**config.mk**
```make
export PLATFORM = sky130hd
export DESIGN_NAME = led_candle_flicker_generator
export DESIGN_NICKNAME = d
export VERILOG_FILES = /design/src/rtl/core/lcfg_pkg.sv /design/src/rtl/core/led_candle_flicker_generator.sv /design/src/rtl/core/lcfg_ram.sv
export SDC_FILE = /design/constraint.sdc
export NUM_CORES = 1
export LEC_CHECK = 0
export ABC_AREA = 1
export BUFFER_PORTS_ARGS = -buffer_cell sky130_fd_sc_hd__buf_4
export CAP_MARGIN = 20
export CORE_AREA = 5 5 174 176
export CTS_CLUSTER_DIAMETER = 120
export DETAILED_ROUTE_END_ITERATION = 8
export DIE_AREA = 0 0 179 181
export GPL_TIMING_DRIVEN = 1
export PLACE_DENSITY = 0.74
export SLEW_MARGIN = 20
export SYNTH_ARGS = -nofsm -noshare
export SYNTH_HDL_FRONTEND = slang
export SYNTH_HIERARCHICAL = 1
export SYNTH_SLANG_ARGS = --single-unit
export TNS_END_PERCENT = 10
```
**constraint.sdc**
```tcl
create_clock -name clock -period 7.7 [get_ports clock]
set_input_delay 0.77 -clock clock [delete_from_list [all_inputs] [get_ports clock]]
set_output_delay 0.77 -clock clock [all_outputs]
set_load 0.02 [all_outputs]
```
**src/rtl/core/lcfg_pkg.sv**
```systemverilog
// ----------------------------------------------------------------------------
// Candle flicker generator package
// Shared constants, register codes and beat/entry types.
// ----------------------------------------------------------------------------
`default_nettype none

package lcfg_pkg;

   localparam int LED_COUNT_DEF   = 4;
   localparam int CURVE_STEPS_DEF = 128;

   localparam int LED_SEL_W  = 2;
   localparam int CURVE_W    = 7;
   localparam int LEVEL_W    = 8;
   localparam int FCOUNT_W   = 5;
   localparam int FDEPTH_W   = 4;
   localparam int GLOW_W     = 7;
   localparam int CSR_ADDR_W = 5;
   localparam int CSR_DATA_W = 32;

   localparam int GLOW_MIN_LEN = 30;

   typedef enum logic [2:0] {
      REG_BASE_LEVEL     = 3'd0,
      REG_GLOW_SPAN      = 3'd1,
      REG_FLICKER_CHANCE = 3'd2,
      REG_GLOW_CHANCE    = 3'd3,
      REG_RAMP_STEP      = 3'd4
   } csr_reg_type;

   typedef struct packed {
      logic [LED_SEL_W-1:0] led_sel;
      logic                 tick_end;
      logic [7:0]           rnd_flicker_test;
      logic [2:0]           rnd_flicker_depth;
      logic [7:0]           rnd_glow_test;
      logic [4:0]           rnd_glow_length;
      logic                 rnd_glow_up;
   } req_beat_type;

   typedef struct packed {
      logic [LED_SEL_W-1:0] led_out;
      logic [CURVE_W-1:0]   curve_index;
   } rsp_beat_type;

   typedef struct packed {
      logic [LEVEL_W-1:0]         level;
      logic [FCOUNT_W-1:0]        flick_count;
      logic [FDEPTH_W-1:0]        flick_depth;
      logic signed [GLOW_W-1:0]   glow_count;
   } led_entry_type;

endpackage

`default_nettype wire

```
**src/rtl/core/led_candle_flicker_generator.sv**
```systemverilog
// ----------------------------------------------------------------------------
// Candle flicker generator
// Per-LED candle brightness model: startup ramp, flicker and glow.
//
// Each req beat is one LED update within a tick and carries the LED index,
// the end-of-tick mark and the random fields. Each beat returns exactly one
// rsp beat with the LED index and the saturated curve index, in order.
// Per-LED state lives in a small RAM with registered read; a
// write-to-read bypass covers back-to-back updates of the same LED.
// An accepted req beat is registered in the update stage and then in the rsp
// register; one beat is taken every cycle while rsp is not stalled.
// A stalled rsp holds its beat; one more beat waits in the update stage,
// after which req_stall rises.
// Synchronous reset clears all LED state to zero (entry valid bits, no
// clearing pass), clears the startup flag and loads register defaults:
// base 75, glow span 25, flicker chance 8, glow chance 16, ramp step 1.
// Registers sit on the csr port at byte addresses 4*i; the user must write
// them only while the block is idle, the block itself does not enforce it.
// ----------------------------------------------------------------------------
`default_nettype none

module led_candle_flicker_generator #(
   parameter int LED_COUNT   = lcfg_pkg::LED_COUNT_DEF,
   parameter int CURVE_STEPS = lcfg_pkg::CURVE_STEPS_DEF
) (
   input  wire logic                                clock,
   input  wire logic                                reset,
   input  wire logic                                req_valid,
   output logic                                     req_stall,
   input  wire lcfg_pkg::req_beat_type              req_data,
   output logic                                     rsp_valid,
   input  wire logic                                rsp_stall,
   output lcfg_pkg::rsp_beat_type                   rsp_data,
   input  wire logic                                csr_psel,
   input  wire logic                                csr_penable,
   input  wire logic                                csr_pwrite,
   input  wire logic [lcfg_pkg::CSR_ADDR_W-1:0]     csr_paddr,
   input  wire logic [lcfg_pkg::CSR_DATA_W-1:0]     csr_pwdata,
   output logic      [lcfg_pkg::CSR_DATA_W-1:0]     csr_prdata,
   output logic                                     csr_pready
);

   localparam int IdxW = (LED_COUNT > 1) ? $clog2(LED_COUNT) : 1;
   localparam int SelW = (IdxW > lcfg_pkg::LED_SEL_W) ? IdxW : lcfg_pkg::LED_SEL_W;
   localparam int EntW = $bits(lcfg_pkg::led_entry_type);
   localparam logic [9:0] CurveLim = 10'(CURVE_STEPS);
   localparam logic [8:0] CurveMax = 9'(CURVE_STEPS - 1);

   // configuration
   logic [6:0] base_level_ff;
   logic [5:0] glow_span_ff;
   logic [7:0] flick_chance_ff;
   logic [7:0] glow_chance_ff;
   logic [3:0] ramp_step_ff;
   logic       csr_write;
   lcfg_pkg::csr_reg_type csr_reg;

   assign csr_pready = 1'b1;
   assign csr_write  = csr_psel && csr_penable && csr_pwrite;
   assign csr_reg    = lcfg_pkg::csr_reg_type'(csr_paddr[4:2]);

   always_ff @(posedge clock) begin
      if (reset) begin
         base_level_ff   <= 7'd75;
         glow_span_ff    <= 6'd25;
         flick_chance_ff <= 8'd8;
         glow_chance_ff  <= 8'd16;
         ramp_step_ff    <= 4'd1;
      end else if (csr_write) begin
         case (csr_reg)
            lcfg_pkg::REG_BASE_LEVEL:     base_level_ff   <= csr_pwdata[6:0];
            lcfg_pkg::REG_GLOW_SPAN:      glow_span_ff    <= csr_pwdata[5:0];
            lcfg_pkg::REG_FLICKER_CHANCE: flick_chance_ff <= csr_pwdata[7:0];
            lcfg_pkg::REG_GLOW_CHANCE:    glow_chance_ff  <= csr_pwdata[7:0];
            lcfg_pkg::REG_RAMP_STEP:      ramp_step_ff    <= csr_pwdata[3:0];
            default: ;
         endcase
      end
   end

   always_comb begin
      case (csr_reg)
         lcfg_pkg::REG_BASE_LEVEL:     csr_prdata = 32'(base_level_ff);
         lcfg_pkg::REG_GLOW_SPAN:      csr_prdata = 32'(glow_span_ff);
         lcfg_pkg::REG_FLICKER_CHANCE: csr_prdata = 32'(flick_chance_ff);
         lcfg_pkg::REG_GLOW_CHANCE:    csr_prdata = 32'(glow_chance_ff);
         lcfg_pkg::REG_RAMP_STEP:      csr_prdata = 32'(ramp_step_ff);
         default:                      csr_prdata = '0;
      endcase
   end

   // pipeline control
   logic                   s1_valid_ff;
   lcfg_pkg::req_beat_type s1_beat_ff;
   logic                   rsp_valid_ff;
   lcfg_pkg::rsp_beat_type rsp_beat_ff;
   logic                   req_accept;
   logic                   s1_fire;

   assign s1_fire    = s1_valid_ff && (!rsp_valid_ff || !rsp_stall);
   assign req_stall  = s1_valid_ff && !s1_fire;
   assign req_accept = req_valid && !req_stall;
   assign rsp_valid  = rsp_valid_ff;
   assign rsp_data   = rsp_beat_ff;

   // state memory and bypass
   logic [SelW-1:0]         req_sel_ext;
   logic [IdxW-1:0]         rd_addr;
   logic [SelW-1:0]         s1_sel_ext;
   logic [IdxW-1:0]         s1_addr;
   logic                    s1_in_range;
   logic                    wr_en;
   logic [EntW-1:0]         ram_rd;
   lcfg_pkg::led_entry_type wr_entry;
   lcfg_pkg::led_entry_type cur_entry;
   logic                    byp_valid_ff;
   lcfg_pkg::led_entry_type byp_entry_ff;
   logic                    entry_valid_ff [LED_COUNT];
   logic [7:0]              shadow_level_ff [LED_COUNT];
   logic                    ramp_done_ff;
   logic                    ramp_done_in;

   assign req_sel_ext = SelW'(req_data.led_sel);
   assign rd_addr     = req_sel_ext[IdxW-1:0];
   assign s1_sel_ext  = SelW'(s1_beat_ff.led_sel);
   assign s1_addr     = s1_sel_ext[IdxW-1:0];
   assign s1_in_range = (int'(s1_sel_ext) < LED_COUNT);
   assign wr_en       = s1_fire && s1_in_range;

   lcfg_ram #(
      .WIDTH(EntW),
      .DEPTH(LED_COUNT)
   ) u_state_ram (
      .clock  (clock),
      .wr_en  (wr_en),
      .wr_addr(s1_addr),
      .wr_data(wr_entry),
      .rd_en  (req_accept),
      .rd_addr(rd_addr),
      .rd_data(ram_rd)
   );

   always_comb begin
      if (byp_valid_ff) begin
         cur_entry = byp_entry_ff;
      end else if (s1_in_range && entry_valid_ff[s1_addr]) begin
         cur_entry = lcfg_pkg::led_entry_type'(ram_rd);
      end else begin
         cur_entry = '0;
      end
   end

   // per-LED update
   logic [7:0]        lvl;
   logic [7:0]        new_lvl;
   logic [4:0]        offset;
   logic [8:0]        ramp_sum;
   logic [8:0]        glow_top;
   logic signed [9:0] glow_low;
   logic signed [9:0] lvl_s;
   logic [4:0]        fc_dec;
   logic [4:0]        fd_twice;
   logic [3:0]        fd_new;
   logic [6:0]        glow_len;
   logic signed [6:0] g_step;
   logic [8:0]        idx_sum;
   logic [8:0]        idx_sat;

   assign lvl      = cur_entry.level;
   assign ramp_sum = 9'(lvl) + 9'(ramp_step_ff);
   assign glow_top = 9'(base_level_ff) + 9'(glow_span_ff);
   assign glow_low = $signed(10'(base_level_ff)) - $signed(10'(glow_span_ff));
   assign lvl_s    = $signed(10'(lvl));
   assign fc_dec   = cur_entry.flick_count - 5'd1;
   assign fd_twice = {cur_entry.flick_depth, 1'b0};
   assign fd_new   = 4'(s1_beat_ff.rnd_flicker_depth) + 4'd1;
   assign glow_len = 7'(lcfg_pkg::GLOW_MIN_LEN) + 7'(s1_beat_ff.rnd_glow_length);

   always_comb begin
      wr_entry = cur_entry;
      new_lvl  = lvl;
      offset   = '0;
      g_step   = '0;
      if (!ramp_done_ff) begin
         if (lvl < 8'(base_level_ff)) begin
            new_lvl = (ramp_sum > 9'(base_level_ff)) ? 8'(base_level_ff) : ramp_sum[7:0];
         end
      end else if (cur_entry.flick_count != '0) begin
         wr_entry.flick_count = fc_dec;
         if (fc_dec < 5'(cur_entry.flick_depth)) begin
            offset = fc_dec;
         end else if (fd_twice >= fc_dec) begin
            offset = fd_twice - fc_dec;
         end
      end else if (s1_beat_ff.rnd_flicker_test < flick_chance_ff) begin
         wr_entry.flick_depth = fd_new;
         wr_entry.flick_count = {fd_new, 1'b0};
      end else if (cur_entry.glow_count != '0) begin
         if (cur_entry.glow_count > 7'sd0) begin
            g_step = cur_entry.glow_count - 7'sd1;
            if (9'(lvl) < glow_top) begin
               new_lvl = lvl + 8'd1;
            end else begin
               g_step = 7'sd0 - g_step;
            end
         end else begin
            g_step = cur_entry.glow_count + 7'sd1;
            if ((lvl_s > glow_low) && (lvl != 8'd0)) begin
               new_lvl = lvl - 8'd1;
            end else begin
               g_step = 7'sd0 - g_step;
            end
         end
         wr_entry.glow_count = g_step;
      end else if (s1_beat_ff.rnd_glow_test < glow_chance_ff) begin
         wr_entry.glow_count = s1_beat_ff.rnd_glow_up ? $signed(glow_len)
                                                      : 7'sd0 - $signed(glow_len);
      end
      wr_entry.level = new_lvl;
   end

   assign idx_sum = 9'(new_lvl) + 9'(offset);
   assign idx_sat = ({1'b0, idx_sum} >= CurveLim) ? CurveMax : idx_sum;

   // startup flag over levels after this update
   logic any_below;

   always_comb begin
      any_below = 1'b0;
      for (int i = 0; i < LED_COUNT; i++) begin
         if (s1_in_range && (int'(s1_addr) == i)) begin
            if (new_lvl < 8'(base_level_ff)) any_below = 1'b1;
         end else begin
            if (shadow_level_ff[i] < 8'(base_level_ff)) any_below = 1'b1;
         end
      end
      ramp_done_in = ramp_done_ff;
      if (s1_fire && s1_beat_ff.tick_end && !ramp_done_ff) begin
         ramp_done_in = !any_below;
      end
   end

   // control registers
   always_ff @(posedge clock) begin
      if (reset) begin
         s1_valid_ff  <= 1'b0;
         rsp_valid_ff <= 1'b0;
         byp_valid_ff <= 1'b0;
         ramp_done_ff <= 1'b0;
         for (int i = 0; i < LED_COUNT; i++) begin
            entry_valid_ff[i]  <= 1'b0;
            shadow_level_ff[i] <= '0;
         end
      end else begin
         ramp_done_ff <= ramp_done_in;
         if (req_accept) begin
            s1_valid_ff  <= 1'b1;
            byp_valid_ff <= wr_en && (s1_addr == rd_addr);
         end else if (s1_fire) begin
            s1_valid_ff  <= 1'b0;
         end
         if (s1_fire) begin
            rsp_valid_ff <= 1'b1;
         end else if (!rsp_stall) begin
            rsp_valid_ff <= 1'b0;
         end
         if (wr_en) begin
            entry_valid_ff[s1_addr]  <= 1'b1;
            shadow_level_ff[s1_addr] <= new_lvl;
         end
      end
   end

   // payload registers
   always_ff @(posedge clock) begin
      if (req_accept) begin
         s1_beat_ff   <= req_data;
         byp_entry_ff <= wr_entry;
      end
      if (s1_fire) begin
         rsp_beat_ff.led_out     <= s1_beat_ff.led_sel;
         rsp_beat_ff.curve_index <= s1_in_range ? idx_sat[6:0] : '0;
      end
   end

endmodule

`default_nettype wire

```
**src/rtl/core/lcfg_ram.sv**
```systemverilog
// ----------------------------------------------------------------------------
// Generic single-port-write RAM
// One write port, one read port, read data registered.
// ----------------------------------------------------------------------------
`default_nettype none

module lcfg_ram #(
   parameter int WIDTH = $bits(lcfg_pkg::led_entry_type),
   parameter int DEPTH = lcfg_pkg::LED_COUNT_DEF
) (
   input  wire logic                                      clock,
   input  wire logic                                      wr_en,
   input  wire logic [((DEPTH > 1) ? $clog2(DEPTH) : 1)-1:0] wr_addr,
   input  wire logic [WIDTH-1:0]                          wr_data,
   input  wire logic                                      rd_en,
   input  wire logic [((DEPTH > 1) ? $clog2(DEPTH) : 1)-1:0] rd_addr,
   output logic      [WIDTH-1:0]                          rd_data
);

   logic [WIDTH-1:0] mem_ff [DEPTH];
   logic [WIDTH-1:0] rd_data_ff;

   always_ff @(posedge clock) begin
      if (wr_en) begin
         mem_ff[wr_addr] <= wr_data;
      end
      if (rd_en) begin
         rd_data_ff <= mem_ff[rd_addr];
      end
   end

   assign rd_data = rd_data_ff;

endmodule

`default_nettype wire

```
* Yosys cells after proc, flatten, opt, wreduce, memory -nomap -nowiden
Memories as Yosys holds them, arrays and structs flattened. A register that Yosys moved wholly into a read port is not among the register bits.
Index checks and enable logic that the tools add are counted.
** Storage, ports and cells
- Bits in registers :: 98
- Memory bits (writable) :: 132
- Input bits :: 72
- Output and inout port bits :: 44
- Logic and storage cells :: 149
- Memories kept :: 3
** Cells by class
- Add/sub/neg operators :: 15
- Magnitude comparators :: 15
- Equal/unequal tests :: 9
- Multiplexer cells :: 56
- Reduce and logical (&&, ||, !) cells :: 29
** Memory list
- u_state_ram.mem_ff :: words 4, width 24, rd ports 1, clocked after memory_dff 1, write ports 1, RTL line lcfg_ram.sv:20 : logic [WIDTH-1:0] mem_ff [DEPTH];
- shadow_level_ff :: words 4, width 8, rd ports 4, clocked after memory_dff 0, write ports 4, RTL line led_candle_flicker_generator.sv:119 : logic [7:0] shadow_level_ff [LED_COUNT];
- entry_valid_ff :: words 4, width 1, rd ports 1, clocked after memory_dff 1, write ports 4, RTL line led_candle_flicker_generator.sv:118 : logic entry_valid_ff [LED_COUNT];
** Operators by type and width (count)
- 2-to-1 mux 8 bit :: 10
- 2-to-1 mux 7 bit :: 7
- less-than comparator 8 x 7 -> 1 bit :: 6
- 2-to-1 mux 24 bit :: 2
- one-hot mux 8 bit (5 select lines) :: 1
- 2-to-1 mux 1 bit :: 25
- 2-to-1 mux 5 bit :: 5
- less-than comparator 8 bit :: 3
- 2-to-1 mux 16 bit :: 1
- subtractor 1 x 7 -> 7 bit (first input constant) :: 2
- 2-to-1 mux 11 bit :: 1
- AND reduction 2 bit :: 5
- adder 8 x 4 -> 9 bit :: 1
- adder 8 x 5 -> 9 bit :: 1
- greater-or-equal comparator 9 x 8 -> 1 bit (second input constant) :: 1
- > comparator 9 x 7 -> 1 bit :: 1
- > comparator 9 x 8 -> 1 bit :: 1
- logical AND 1 bit :: 9
- 2-to-1 mux 9 bit :: 1
- adder 7 x 6 -> 8 bit :: 1
- adder 8 x 1 -> 8 bit (second input constant) :: 1
- nonzero test 8 bit :: 1
- OR reduction 8 bit :: 1
- subtractor 7 x 6 -> 8 bit :: 1
- other kinds (27) :: 36

* Logic depth before layout (Yosys ltp)
- Word-level depth :: 20
- Mapped depth :: 39
- Mapped depth without buffers :: 38

* By module
The synthesis kept the hierarchy.
** By module, submodules not included
- led_candle_flicker_generator :: times used 1, cells each 1249, area an instance 10336.2 µm², sequential area each 3693.5 µm²
- lcfg_ram :: times used 1, cells each 408, area an instance 4778.3 µm², sequential area each 3603.5 µm²

* Least setup slack after synthesis
OpenSTA, ideal clock, no wires.
- Path kind :: reg2reg
- Start :: register byp_valid_ff
- End :: register rsp_beat_ff (netlist bit rsp_data[1]) (data pin)
- Library setup time :: 0.261 ns
- Data arrival time :: 5.215 ns
- Required time :: 7.439 ns
- Path slack :: 2.223 ns
- Stages on the path, launching flop included :: 34
- Path buffers :: 4
- Clock period less this slack :: 5.477 ns
- Cells stage by stage :: dfxtp_1 buf_6 inv_4 buf_6 buf_6 o21ai_2 inv_1 fa_1 nand3b_1 and2_0 inv_1 nand2_1 o21ai_0 inv_1 ha_1 nand2_1 o31ai_1 nand3_2 buf_4 o21ai_0 nand2_1 a32oi_1 inv_1 ha_1 a21oi_1 inv_1 a31oi_1 o21bai_1 a21oi_1 nor2_2 nand2_2 inv_2 nand2_4 nand3b_1
** Between the ends
- Cells in the longest elaborated chain, start to end :: 11
- Elaborated cells on any way between the ends :: 32
- Those cells by class :: add/sub (6); order compare (8); mux (14); reduce/logical (4)
** Ends and longest elaborated chain
- start, declared :: RTL line led_candle_flicker_generator.sv:116 : logic byp_valid_ff;
- start signal, assigned :: RTL line led_candle_flicker_generator.sv:258 : byp_valid_ff <= wr_en && (s1_addr == rd_addr);
- 2-to-1 mux 24 bit (*) :: RTL line led_candle_flicker_generator.sv:144 : if (byp_valid_ff) begin
- branches (longest 7 deep; another with adder 8 x 4 -> 9 bit)
- 2-to-1 mux 8 bit (*) :: RTL line led_candle_flicker_generator.sv:184 : if (!ramp_done_ff) begin
- net new_lvl[2] :: RTL line led_candle_flicker_generator.sv:155 : logic [7:0] new_lvl;
- adder 8 x 5 -> 9 bit (*) :: RTL line led_candle_flicker_generator.sv:222 : assign idx_sum = 9'(new_lvl) + 9'(offset);
- greater-or-equal comparator 9 x 8 -> 1 bit (*) :: RTL line led_candle_flicker_generator.sv:223 : assign idx_sat = ({1'b0, idx_sum} >= CurveLim) ? CurveMax : idx_sum;
- end, declared :: RTL line led_candle_flicker_generator.sv:96 : lcfg_pkg::rsp_beat_type rsp_beat_ff;
Mark *: on every way through the listed nets, which the timed path passes.
A chain may end at the register's enable or synchronous reset.

==> results_dict.tcl <==
set metrics [dict create \
    overflow 0 \
    fin_tns_setup_ns 0 \
    fin_util_pct 58.9 \
    first_pass_iters 5 \
    maxSlewHeadroom_pct 31.9 \
    routedWlPerCell_um 16.2 \
    fin_area_sq_um 16800 \
    ys_warn_count 6 \
    power.leakage_nw 7.57 \
    floorplan.initialDensity_pct 53.1 \
    critPathLaunchType "flip-flop" \
    arrival_ns 7.01 \
    cts_tree "built" \
    io_buffers 64 \
    synth_edf_count 217 \
    cts_root_buf "clkbuf_16" \
    fin_crit_ns 6.71 \
    hold_class "in -> reg" \
    path_class "reg -> reg" \
    seq_area_sq_um 7300 \
    yosysUniqueCellTypes 59 \
    min_period_over_period_pct 87.1 \
    slowest_delay_ns 0.49 \
    cts_hold_buf 0 \
    yosysSeqAreaShare_pct 48.3 \
    wl_mm 34.4 \
    clk_latency_ns 0.57 \
    dpl.hpwl_mm 23.9 \
    cts_resized 0 \
    h-tree-depth 1 \
    antenna_cells 0 \
    ys_ff_latch 256 \
    synth_area_sq_um 15100 \
    async_flop_share_pct 0 \
    slew_viol_final 0 \
    crit_slowest_cell "a32oi_1" \
    netlist_instances 1657 \
    finalHoldViolations 0 \
    nets 1911 \
    cp-end-kind "flip-flop" \
    finalNonFillerCells 2126 \
    avgSynthCellArea_sq_um 9.12 \
    grtUsageTotal_pct 21.0 \
    cts_buffers 29 \
    multi_input_area_sq_um 6400 \
    peakVddDrop_mv 0.219 \
    drive_gt1_share_pct 11.4 \
    die_h_um 181 \
    fmax_mhz 149 \
    core_area_sq_um 28500 \
    dieArea_sq_um 32400 \
    ant_nets 0 \
    grt_pass1_vias 11300 \
    area_growth_syn_to_layout_pct 10.9 \
    worstPathMaxFanout 13 \
    rsz0062_at_grt "false" \
    cp_common_cell "inv_1" \
    holdWs_ns 0.379 \
    path_clk_slew_ns 0.06 \
    yosys.area.top_type "edfxtp_1" \
    pin_count 116 \
    vias 11400 \
    drv_cap 0 \
    clkSinkCount 256 \
    num_rows 62 \
    synth_top_area_share_pct 43.1 \
    dp_cells 2073 \
    synth-main-ff-cell "edfxtp_1" \
    fillers 2349 \
    setup_violations 0 \
    clockBufferDepth 3 \
    place_congestion 0.912 \
    drc 0 \
    postCtsSetupBuffers 0 \
    required_ns 8.01 \
    outcome "finished, final reports clean" \
    antenna_found_initial 0 \
    worst_pin_slew_ns 1.02 \
    grt_max_degree 61 \
    clock_skew_ns 0.0208 \
    grt_first_pass_wirelength_mm 55.1 \
    power.density_nw_per_um2 220 \
    initialDrtViolationCount 997 \
    place_area_sq_um 15800 \
    die_w_um 179 \
    ys_top_cells_by_area "edfxtp_1, ha_1, nand2_1" \
    avgViaCountPerCell 5.38 \
]
==> per-stage QoR <==
step | total power [mW] | setup slack (ns)
6_report | 3.69 | 0.993
5_1_grt | 3.87 | 0.454
4_1_cts | 3.72 | 1.04
3_5_place_dp | 2.36 | 1.06
3_3_place_gp | 2.34 | 1.25
2_1_floorplan | 2.18 | 2.22
==> cell families (layout without fill, tap and decap cells) <==
group	count (synthesis)	in the layout	synth area share, %
xor+xnor	39	39	2.26
compound gates	271	271	10.2
flops	256	256	48.3
fa+ha+maj	119	119	10.0
buf+inv	353	415	10.1
simple gates	617	617	19.0
other cells	2	25	0.0497
==> power by group <==
| part | internal (mW) | switching [mW] | total [mW] | leakage (nW) |
|---|---|---|---|---|
| registers | 1.60 | 0.0243 | 1.63 | 2.41 |
| logic | 0.228 | 0.481 | 0.709 | 4.71 |
| clock network | 0.793 | 0.559 | 1.35 | 0.451 |
| total | 2.63 | 1.06 | 3.69 | 7.57 |
==> flip-flops by register name (all words and copies together), names as in the netlist, named ones only <==
name                 cells
glow_span_ff             6
rsp_valid                1
u_state_ram/mem_ff      96
s1_beat_ff              26
rsp_data                 9
base_level_ff            7
flick_chance_ff          8
glow_chance_ff           8
ramp_done_ff             1
byp_valid_ff             1
s1_valid_ff              1
u_state_ram/rd_data     24
entry_valid_ff           4
ramp_step_ff             4
s1_addr                  2
byp_entry_ff            24
shadow_level_ff         32
==> cell usage after synthesis, types with 5 or more instances <==
| master | instances |
|---|---|
| a21oi_1 | 99 |
| a31oi_1 | 6 |
| buf_2 | 12 |
| buf_4 | 31 |
| buf_6 | 5 |
| clkbuf_1 | 14 |
| dfxtp_1 | 39 |
| edfxtp_1 | 217 |
| ha_1 | 115 |
| inv_1 | 269 |
| inv_2 | 14 |
| nand2_1 | 319 |
| nand2_2 | 18 |
| nand2_4 | 7 |
| nand3_1 | 111 |
| nand3_2 | 5 |
| nand3b_1 | 8 |
| nand3b_4 | 6 |
| nand4_1 | 8 |
| nor2_1 | 88 |
| nor2_4 | 5 |
| nor3_1 | 25 |
| o2111ai_1 | 5 |
| o211ai_1 | 16 |
| o21ai_0 | 98 |
| o21ai_1 | 9 |
| o21ai_2 | 6 |
| xnor2_1 | 7 |
| xor2_1 | 32 |
==> placed cells by master (no fill, tap or decap), drive strengths merged, types with 39 or more instances in the layout <==
| cell type | n |
|---|---|
| ha | 115 |
| nand2 | 344 |
| inv | 287 |
| nand3 | 118 |
| buf | 74 |
| o21ai | 114 |
| dfxtp | 39 |
| nor2 | 97 |
| edfxtp | 217 |
| a21oi | 101 |
==> area by class of cell <==
cell class	instances	share of cell area, %
Clock inverter	17	0.970
Tap cell	384	2.87
Clock buffer	36	4.67
Sequential cell	256	43.5
Timing Repair Buffer	74	3.31
Inverter	288	6.49
Multi-Input combinational cell	1071	38.2
==> final timing paths <==
kind                                   start             end  slack (ns)  cells after the start
worst min register to register   s1_valid_ff       rsp_valid        0.49                      2
worst max-delay path               flip-flop     rsp_data[4]        0.99                     33
worst max register to register     flip-flop     rsp_data[4]        0.99                     33
worst min-delay path            req_data[25]  s1_beat_ff[25]        0.38                      1
==> critical path: cells and delay by family, from the launching register on <==
kind / cells / cell delay [ns]
AOI/OAI and AO/OA: 9 / 2.11
and+or+nand+nor: 14 / 1.85
adders and majority gates: 3 / 1.15
buffers and inverters: 7 / 0.95
DFF: 1 / 0.37
==> routing by layer <==
metal | share of wire (%) | up-vias | global-route usage, %
li1 | - | 5614 | -
met1 | 41 | 5347 | 26.2
met2 | 50 | 390 | 36.8
met3 | 6.8 | 88 | 2.97
met4 | 3.1 | 0 | 7.65
met5 | 0 | - | 0
Note: power is estimated with default switching activity, not from simulation.
